`src/rtl/dlar_pkg.sv`:
```
// Package for the display-list address relocator.
// Holds the opcodes, command codes, field widths and the structs that the
// modules and interfaces share. Depends on nothing.
package dlar_pkg;

    // Field widths.
    localparam int CMD_W   = 2;
    localparam int WORD_W  = 64;
    localparam int OFF_W   = 24;
    localparam int OP_W    = 8;
    localparam int SEG_W   = 4;
    localparam int CFG_IDX_W = 1;

    // Action codes carried in the command field.
    localparam logic [CMD_W-1:0] CMD_ADD     = 2'd0;
    localparam logic [CMD_W-1:0] CMD_REWRITE = 2'd1;
    localparam logic [CMD_W-1:0] CMD_CLEAR   = 2'd2;

    // Configuration register indexes.
    localparam logic [CFG_IDX_W-1:0] CFG_SRC_BASE = 1'd0;
    localparam logic [CFG_IDX_W-1:0] CFG_DST_BASE = 1'd1;

    // Display-list opcodes, taken from bits 63:56.
    localparam logic [OP_W-1:0] OP_MTX      = 8'h01;
    localparam logic [OP_W-1:0] OP_MOVEMEM  = 8'h03;
    localparam logic [OP_W-1:0] OP_VTX      = 8'h04;
    localparam logic [OP_W-1:0] OP_DL       = 8'h06;
    localparam logic [OP_W-1:0] OP_COL      = 8'h07;
    localparam logic [OP_W-1:0] OP_ENDDL    = 8'hb8;
    localparam logic [OP_W-1:0] OP_MOVEWORD = 8'hbc;
    localparam logic [OP_W-1:0] OP_SETTIMG  = 8'hfd;
    localparam logic [OP_W-1:0] OP_SETZIMG  = 8'hfe;
    localparam logic [OP_W-1:0] OP_SETCIMG  = 8'hff;

    // Segment whose offsets get relocated.
    localparam logic [SEG_W-1:0] SEG_RELOC = 4'd5;

    // Lookup token that walks the chain of table cells.
    typedef struct packed {
        logic             vld;
        logic [OFF_W-1:0] key;
        logic             found;
        logic [OFF_W-1:0] data;
    } t_tok;

    // One result item.
    typedef struct packed {
        logic [WORD_W-1:0] out_word;
        logic              end_of_list;
        logic              range_error;
        logic              table_full;
    } t_result;

endpackage

```
`src/rtl/dlar_rewrite.sv`:
```
// Command word rewrite: decodes the opcode, relocates segment 5 offsets and
// flags segmented and end-of-list opcodes. Depends on dlar_pkg.
module dlar_rewrite (
    input  logic [dlar_pkg::WORD_W-1:0] i_word,
    input  logic [dlar_pkg::OFF_W-1:0]  i_src_base,
    input  logic [dlar_pkg::OFF_W-1:0]  i_dst_base,
    input  logic [dlar_pkg::OFF_W-1:0]  i_tex_dst,
    output dlar_pkg::t_result           o_res
);
    import dlar_pkg::*;

    logic [OP_W-1:0]   w_op;
    logic [SEG_W-1:0]  w_seg;
    logic [OFF_W-1:0]  w_off;
    logic              w_has_addr;
    logic              w_segmented;
    logic [OFF_W-1:0]  w_new_off;
    logic              w_rerr;
    logic [WORD_W-1:0] w_word;

    assign w_op  = i_word[63:56];
    assign w_seg = i_word[27:24];
    assign w_off = i_word[OFF_W-1:0];

    assign w_has_addr = (w_op == OP_VTX) || (w_op == OP_COL) ||
                        (w_op == OP_MOVEWORD) || (w_op == OP_SETTIMG);

    assign w_segmented = (w_op == OP_MTX) || (w_op == OP_MOVEMEM) ||
                         (w_op == OP_VTX) || (w_op == OP_DL) ||
                         (w_op == OP_COL) || (w_op == OP_SETTIMG) ||
                         (w_op == OP_SETZIMG) || (w_op == OP_SETCIMG);

    // Offset relocation; rebasing wraps at 24 bits.
    always_comb begin
        w_new_off = w_off;
        w_rerr    = 1'b0;
        if (w_has_addr && (w_seg == SEG_RELOC)) begin
            if (w_op == OP_SETTIMG) begin
                w_new_off = i_tex_dst;
            end else if (w_off < i_src_base) begin
                w_rerr = 1'b1;
            end else begin
                w_new_off = w_off - i_src_base + i_dst_base;
            end
        end
    end

    // Reassemble the word and set bit 0 for segmented opcodes.
    always_comb begin
        w_word    = {i_word[WORD_W-1:OFF_W], w_new_off};
        w_word[0] = w_word[0] | w_segmented;
    end

    assign o_res.out_word    = w_word;
    assign o_res.end_of_list = (w_op == OP_ENDDL);
    assign o_res.range_error = w_rerr;
    assign o_res.table_full  = 1'b0;

endmodule

```
`config.mk`:
```
export PLATFORM = sky130hd
export DESIGN_NAME = dlar_rewrite
export DESIGN_NICKNAME = d
export VERILOG_FILES = /design/src/rtl/dlar_pkg.sv /design/src/rtl/dlar_rewrite.sv
export SDC_FILE = /design/constraint.sdc
export NUM_CORES = 1
export LEC_CHECK = 0
export CORE_MARGIN = 2
export CORE_UTILIZATION = 36
export DETAILED_ROUTE_END_ITERATION = 16
export DONT_BUFFER_PORTS = 1
export PLACE_DENSITY = 0.6
export SYNTH_ARGS = -nofsm -noshare
export SYNTH_HDL_FRONTEND = slang
export SYNTH_SLANG_ARGS = --single-unit
```
`constraint.sdc`:
```
create_clock -name vclk -period 5.4
set_input_delay 1.08 -clock vclk [all_inputs]
set_output_delay 1.08 -clock vclk [all_outputs]
set_load 0.03 [all_outputs]
```
==> metrics.csv <==
metric;value;unit
vias_per_cell;5.508;
timing.final.crit_period;5115;ps
drtAntennaViolNets;0;
die_w;101.3;um
rsz0062_at_grt;no;
regArea;0;um^2
io_pins;203;
clkbuf_count;0;
antenna_cells;0;
fmax;0.1955;GHz
wl;9156;um
routabilityCongestion;0.8471;
design_area;3331;um^2
hold_viol;0;
area_growth;-2.204;%
drc;0;
outcome;completed;
grt_first_pass_wirelength;14250;um
post-dp-hpwl;8011;um
fin_crit_sh;0.9472;
finalNonFillerCells;551;
post_cts_buffers;0;
crit_fanout;5;
cp-start-kind;primary input;
max_cap_viol_count;0;
hold_class;primary input to output pin;
dr.pass1.iters;4;
ys_seq_area_frac;0;
num_vias;3035;
yosys_warnings;0;
synth_cell_type_count;61;
critical_path_arrival;4030;ps
place_inst;551;
p_per_area;148.5;nW/um^2
first_global_vias;3121;
fin_nets;648;
grt_start_max_net_pins;20;
drtIter0Drc;102;
pre_cts_ws;239.1;ps
cp-end-kind;output pin;
die_h;101.3;um
drive_gt1_frac;0.07273;
io_buffers;0;
die_area;10250;um^2
antenna_found_initial;0;
postLayoutSetupSlackWorst;285.3;ps
grt_usage;0.1713;
required;4320;ps
relSlewSlack;0.3476;
syn_inst;470;
peakVddDrop;0.00006239;V
setup_violations;0;
syn_nets;676;
start_util;0.3703;
setup_tns;0;ps
gr-total-overflow;0;
nFlopsAndLatches;0;
p_leak;1.827;nW
syn_avg_cell_area;7.246;um^2
coreArea;9196;um^2
netlist_area;3406;um^2
rows;35;
postPlaceCellArea;3326;um^2
worst_pin_slew;975.0;ps
wl_per_cell;16.62;um
finalMaxSlewViolations;0;
path_class;primary input to output pin;
[layout by cell type (no fill, tap or decap), types with 14 or more instances in the layout]
| cell type | count |
|---|---|
| nor2_1 | 18 |
| a21o_1 | 18 |
| inv_1 | 117 |
| ha_1 | 47 |
| a21oi_1 | 28 |
| a22oi_1 | 18 |
| fa_1 | 23 |
| nand2_1 | 14 |
| o21ai_0 | 18 |
| buf_4 | 17 |
[layer usage]
layer  global-route usage  share of wire  vias to the layer above
met5                    0              0                        -
met2               0.3377           0.51                      126
met3              0.02622          0.074                        2
met1               0.2052           0.41                     1416
met4             0.003119        0.00044                        0
li1                     -              -                     1491
[worst max-delay path: stages]
cell,delay (ps)
inv_1,50
fa_1,540
inv_1,70
fa_1,490
a211oi_2,240
o21a_1,180
o311ai_2,110
o211ai_2,150
o21bai_2,120
a2111oi_0,440
nor4_1,130
a221o_1,420
[logic make-up (layout without fill, tap and decap cells)]
kind of cell,after synthesis,count (layout),synth area share
other,1,1,0.001101
AND/OR/NAND/NOR,76,76,0.1216
AO/OA/AOI/OAI,136,136,0.2792
adder cells (fa/ha/maj),70,70,0.3079
XOR/XNOR,22,22,0.05658
multiplexers,1,1,0.002939
buffers and inverters,164,134,0.2307
[final timing paths]
path,endpoint,slack [ps],depth (start not counted),from
max,o_res[23],290,12,i_word[1]
min,o_res[37],2160,0,i_word[34]
[power by group]
part | total [mW] | switching, mW | internal [mW]
sequential | 0 | 0 | 0
combinational | 0.494 | 0.285 | 0.209
clock | 0 | 0 | 0
total | 0.494 | 0.285 | 0.209
[Yosys cell counts, types with 5 or more instances]
master	number	area, um^2
o21ai_0	18	90.09
nand3_1	9	45.04
a21oi_1	28	140.1
ha_1	47	588.1
xor2_1	9	78.83
buf_4	43	322.8
o22ai_1	9	56.30
nor2_1	18	67.56
o21bai_1	5	37.54
a21o_1	18	135.1
o21ai_1	6	30.03
nor3_1	6	30.03
nand2_1	14	52.55
a22oi_1	18	135.1
fa_1	23	460.4
xnor2_1	13	113.9
inv_1	117	439.2
[layout make-up]
type                       instances  area (um^2)
fill                             995         5866
multi-input combinational        306         2625
inverter                         117        439.2
tap                              111        138.9
timing repair buffer              17        127.6
[stage by stage]
stage / total power [mW] / util / hold WS (ps)
final: 0.4945 / 0.3622 / 2160
after CTS: 0.4930 / 0.3616 / 2160
after floorplan: 0.4487 / - / 2279
after global routing: 0.5584 / 0.3622 / 2160
after global placement: 0.4799 / 0.3616 / 2160
after detailed placement: 0.4887 / 0.3616 / 2160
[what timing repair did]
item | in CTS | in global routing
gates resized for setup | 0 | 1
hold buffers | 0 | 0
setup endpoints to repair | 0 | 2
Power figures use the tool's default switching activity.
