[src/rtl/dlar_pkg.sv]
// Package for the display-list address relocator.
// Holds the opcodes, command codes, field widths and the structs that the
// modules and interfaces share. Depends on nothing.
package dlar_pkg;

    // Field widths.
    localparam int CMD_W   = 2;
    localparam int WORD_W  = 64;
    localparam int OFF_W   = 24;
    localparam int OP_W    = 8;
    localparam int SEG_W   = 4;
    localparam int CFG_IDX_W = 1;

    // Action codes carried in the command field.
    localparam logic [CMD_W-1:0] CMD_ADD     = 2'd0;
    localparam logic [CMD_W-1:0] CMD_REWRITE = 2'd1;
    localparam logic [CMD_W-1:0] CMD_CLEAR   = 2'd2;

    // Configuration register indexes.
    localparam logic [CFG_IDX_W-1:0] CFG_SRC_BASE = 1'd0;
    localparam logic [CFG_IDX_W-1:0] CFG_DST_BASE = 1'd1;

    // Display-list opcodes, taken from bits 63:56.
    localparam logic [OP_W-1:0] OP_MTX      = 8'h01;
    localparam logic [OP_W-1:0] OP_MOVEMEM  = 8'h03;
    localparam logic [OP_W-1:0] OP_VTX      = 8'h04;
    localparam logic [OP_W-1:0] OP_DL       = 8'h06;
    localparam logic [OP_W-1:0] OP_COL      = 8'h07;
    localparam logic [OP_W-1:0] OP_ENDDL    = 8'hb8;
    localparam logic [OP_W-1:0] OP_MOVEWORD = 8'hbc;
    localparam logic [OP_W-1:0] OP_SETTIMG  = 8'hfd;
    localparam logic [OP_W-1:0] OP_SETZIMG  = 8'hfe;
    localparam logic [OP_W-1:0] OP_SETCIMG  = 8'hff;

    // Segment whose offsets get relocated.
    localparam logic [SEG_W-1:0] SEG_RELOC = 4'd5;

    // Lookup token that walks the chain of table cells.
    typedef struct packed {
        logic             vld;
        logic [OFF_W-1:0] key;
        logic             found;
        logic [OFF_W-1:0] data;
    } t_tok;

    // One result item.
    typedef struct packed {
        logic [WORD_W-1:0] out_word;
        logic              end_of_list;
        logic              range_error;
        logic              table_full;
    } t_result;

endpackage

[src/rtl/dlar_cell.sv]
// One cell of the texture mapping table: holds a source/destination pair and
// passes the lookup token on to its neighbor every cycle.
// Depends on dlar_pkg.
module dlar_cell (
    input  logic                      i_clk,
    input  logic                      i_rst_n,
    input  logic                      i_entry_vld,
    input  logic                      i_wr_en,
    input  logic [dlar_pkg::OFF_W-1:0] i_wr_src,
    input  logic [dlar_pkg::OFF_W-1:0] i_wr_dst,
    input  dlar_pkg::t_tok            i_tok,
    output dlar_pkg::t_tok            o_tok
);
    import dlar_pkg::*;

    logic [OFF_W-1:0] r_src;
    logic [OFF_W-1:0] r_dst;
    logic             r_tok_vld;
    logic [OFF_W-1:0] r_tok_key;
    logic             r_tok_found;
    logic [OFF_W-1:0] r_tok_data;
    logic             w_hit;

    // The first live entry that matches claims the token.
    assign w_hit = !i_tok.found && i_entry_vld && (r_src == i_tok.key);

    // Entry storage, written when the table appends at this cell.
    always_ff @(posedge i_clk) begin
        if (i_wr_en) begin
            r_src <= i_wr_src;
            r_dst <= i_wr_dst;
        end
    end

    // Token valid is control state and resets.
    always_ff @(posedge i_clk) begin
        if (!i_rst_n) begin
            r_tok_vld <= 1'b0;
        end else begin
            r_tok_vld <= i_tok.vld;
        end
    end

    // Token payload moves one cell per cycle.
    always_ff @(posedge i_clk) begin
        r_tok_key   <= i_tok.key;
        r_tok_found <= i_tok.found || w_hit;
        r_tok_data  <= w_hit ? r_dst : i_tok.data;
    end

    assign o_tok.vld   = r_tok_vld;
    assign o_tok.key   = r_tok_key;
    assign o_tok.found = r_tok_found;
    assign o_tok.data  = r_tok_data;

endmodule

[config.mk]
export PLATFORM = sky130hd
export DESIGN_NAME = dlar_cell
export DESIGN_NICKNAME = d
export VERILOG_FILES = /design/src/rtl/dlar_pkg.sv /design/src/rtl/dlar_cell.sv
export SDC_FILE = /design/constraint.sdc
export NUM_CORES = 1
export LEC_CHECK = 0
export BUFFER_PORTS_ARGS = -buffer_cell sky130_fd_sc_hd__buf_2
export CAP_MARGIN = 10
export CORE_ASPECT_RATIO = 1.4
export CORE_UTILIZATION = 48
export DETAILED_ROUTE_END_ITERATION = 6
export PLACE_DENSITY_LB_ADDON = 0.3
export SLEW_MARGIN = 10
export SYNTH_ARGS = -nofsm -noshare
export SYNTH_HDL_FRONTEND = slang
export SYNTH_SLANG_ARGS = --single-unit
export TNS_END_PERCENT = 5
[constraint.sdc]
create_clock -name i_clk -period 2.9 [get_ports i_clk]
set_input_delay 0.29 -clock i_clk [delete_from_list [all_inputs] [get_ports i_clk]]
set_output_delay 0.29 -clock i_clk [all_outputs]
set_load 0.01 [all_outputs]
==> impl_metrics.toml <==
[final_layout]
multi_input_area_sq_um = 639
postLayoutCoreUtil_pct = 66.1
antenna_cells = 0
layout.nets = 422
layout-drive-gt1-share_pct = 60.0
final_cell_area_sq_um = 4130
syn_to_final_growth_pct = 32.5
fill_cells = 464
seq_area_sq_um = 2440

[detailed_routing]
vias = 1841
initialDrtViolationCount = 35
routed_via_density = 4.64
dr.pass1.iters = 4
drc = 0
drt_wl_total_um = 5260
routedWlPerCell_um = 13.2
ant_nets = 0

[synthesis]
netlist_area_sq_um = 3120
yosysTopAreaCellShare_pct = 46.2
synthCells = 161
synth-edff-count = 48
synth-async-reset-ratio_pct = 0
synth_top_cell_by_area = "edfxtp_1"
ys_seq_area_share_pct = 78.3
yosys.cell_count.top_type = "dfxtp_1"
ys_ff_latch = 98
synthFlopType = "dfxtp_1"
synth.avg_cell_area_sq_um = 19.4
synth_area_leaders = "edfxtp_1 46%, dfxtp_1 32%, mux2_4 9.1%, xnor2_1 4.2%, xor2_1 2.5%"
yosysUniqueCellTypes = 17
synthTopCellsByCount = "50 x dfxtp_1, 48 x edfxtp_1, 19 x mux2_4, 15 x xnor2_1, 9 x xor2_1"
synth_warnings = 0
synth_nets = 263

[cts]
postCtsHoldBufs = 0
h-tree-depth = 3
postCtsSetupBuffers = 0
cts_buffers = 9
clock_latency_ns = 0.34
clock-root-buffer = "clkbuf_8"
tritoncts = "done"
clkTransAtPathRegs_ns = 0.09
cts_sinks = 98
cts.path.max_buffers = 2
ctsResizeCount = 0

[timing]
fmax_mhz = 494
fin_skew_ns = 0.0113
fin_crit_sh_pct = 69.8
hold_violations = 0
drv_slew = 0
slew_headroom_pct = 30.3
tns_ns = 0
setup_ws_ns = 0.877
setup_viol = 0
worst_pin_slew_ns = 1.05
hold_slack_ns = 0.0684
rsz0062_at_grt = "false"
layout_min_cycle_time_ns = 2.02

[placement]
portBuffers = 151
placed_area_sq_um = 3940
dp_hpwl_um = 4040
place_congestion = 0.719
place_ws_ns = 0.777

[grt]
grt_pass1_vias = 1820
grt_max_degree = 49
grt_overflow_total = 0
grt_antenna_before_repair = 0
grt_usage_pct = 15.8
grt_first_pass_wirelength_um = 8070

[setup_path]
crit_arrival_ns = 2.26
crit_path_end_kind = "register"
required_ns = 3.13
critPathKind = "reg2reg"
r2r_slack_ns = 0.88
crit_fanout = 20
timing.rr.end = "r_tok_data[12]$_DFF_P_"
ff2ff_path_depth = 6
critPathLaunchType = "register"
r2r-start = "r_src[9]$_DFFE_PP_"

[worst_hold_path]
min_path_type = "in2reg"
min_delay_path_depth = 1
holdPathEnd = "r_tok_key[14]$_DFF_P_"
hp-start = "i_tok[39]"

[pwr]
leakage_nw = 1.89
powerDensity_nw_per_um2 = 636
irDropWorstVdd_uv = 322

[floorplan]
coreArea_sq_um = 6250
design.die.area_sq_um = 6830
die_w_um = 70.1
rows = 34
io_pins = 152
start_util_pct = 49.9
die_h_um = 97.4

[run]
maxCapViolations = 0

[outcome]
status = "completed"
layout make-up:
class / count / area share (%)
clock inverter: 7 / 1.82
multi-input combinational: 59 / 15.5
tap: 72 / 2.18
clock buffer: 9 / 3.00
sequential: 98 / 59.1
timing repair buffer: 152 / 18.5
worst max-delay path, cell delays in order (launching register included):
cell and delay [ns]:
edfxtp_1 0.39, xnor2_1 0.17, nand4_1 0.12, nor3_1 0.32
nand4_2 0.25, buf_4 0.32, mux2_4 0.33
sequential cells by signal, summed over array words and instances, names as in the netlist:
name	flops
r_dst	24
r_src	24
r_tok_data	24
r_tok_found	1
r_tok_key	24
r_tok_vld	1
per-stage QoR:
step / std cells / total power, mW
after floorplan: 161 / 1.69
after detailed placement: 381 / 1.82
after CTS: 397 / 2.67
after global routing: 397 / 2.73
final: 397 / 2.63
after global placement: 381 / 1.81
cell families (layout without fill, tap and decap cells):
group                     Yosys count  in the layout  share of synthesized area (%)
and+or+nand+nor                    11             11                           2.81
buffers and inverters               4            168                           1.20
xor gates and xnor gates           24             24                           6.74
muxes                              24             24                           11.0
DFF                                98             98                           78.3
where the power goes:
group	internal [mW]	switching, mW
registers	1.55	0.0263
logic	0.118	0.0883
clock network	0.405	0.445
total	2.07	0.560
worst max-delay path by stage:
| stage | from | to | slack, ns | cells past startpoint |
|---|---|---|---|---|
| 2_1_floorplan | r_src[12]$_DFFE_PP_ | r_tok_data[10]$_DFF_P_ | 1.21 | 6 |
| 3_3_place_gp | i_tok[34] | r_tok_data[19]$_DFF_P_ | 0.84 | 7 |
| 3_5_place_dp | i_tok[34] | r_tok_data[12]$_DFF_P_ | 0.78 | 7 |
| 4_1_cts | r_src[9]$_DFFE_PP_ | r_tok_data[12]$_DFF_P_ | 0.80 | 6 |
| 5_1_grt | r_src[9]$_DFFE_PP_ | r_tok_data[17]$_DFF_P_ | 0.74 | 6 |
| 6_report | r_src[9]$_DFFE_PP_ | r_tok_data[12]$_DFF_P_ | 0.88 | 6 |
metal layers:
metal,wire [um],up-vias,global-route usage (%)
met3,393,6,4.05
met2,2850,89,28.4
met5,0,-,0
met1,1940,853,17.1
li1,-,893,-
met4,72,0,7.38
cell usage in the layout, fill, tap and decap left out:
cell type,instances
buf_2,151
dfxtp_1,50
edfxtp_1,48
mux2_4,19
xnor2_1,15
xor2_1,9
clkbuf_8,9
mux2_2,5
nand4_1,3
inv_6,2
nor4b_2,1
nor4_2,1
nor4_1,1
nand3_1,1
nor3_1,1
nand4_2,1
nand2b_1,1
and2_1,1
clkinv_2,1
clkinvlp_4,1
clkinv_4,1
inv_4,1
bufinv_16,1
buf_4,1
Note: power is estimated with default switching activity, not from simulation.
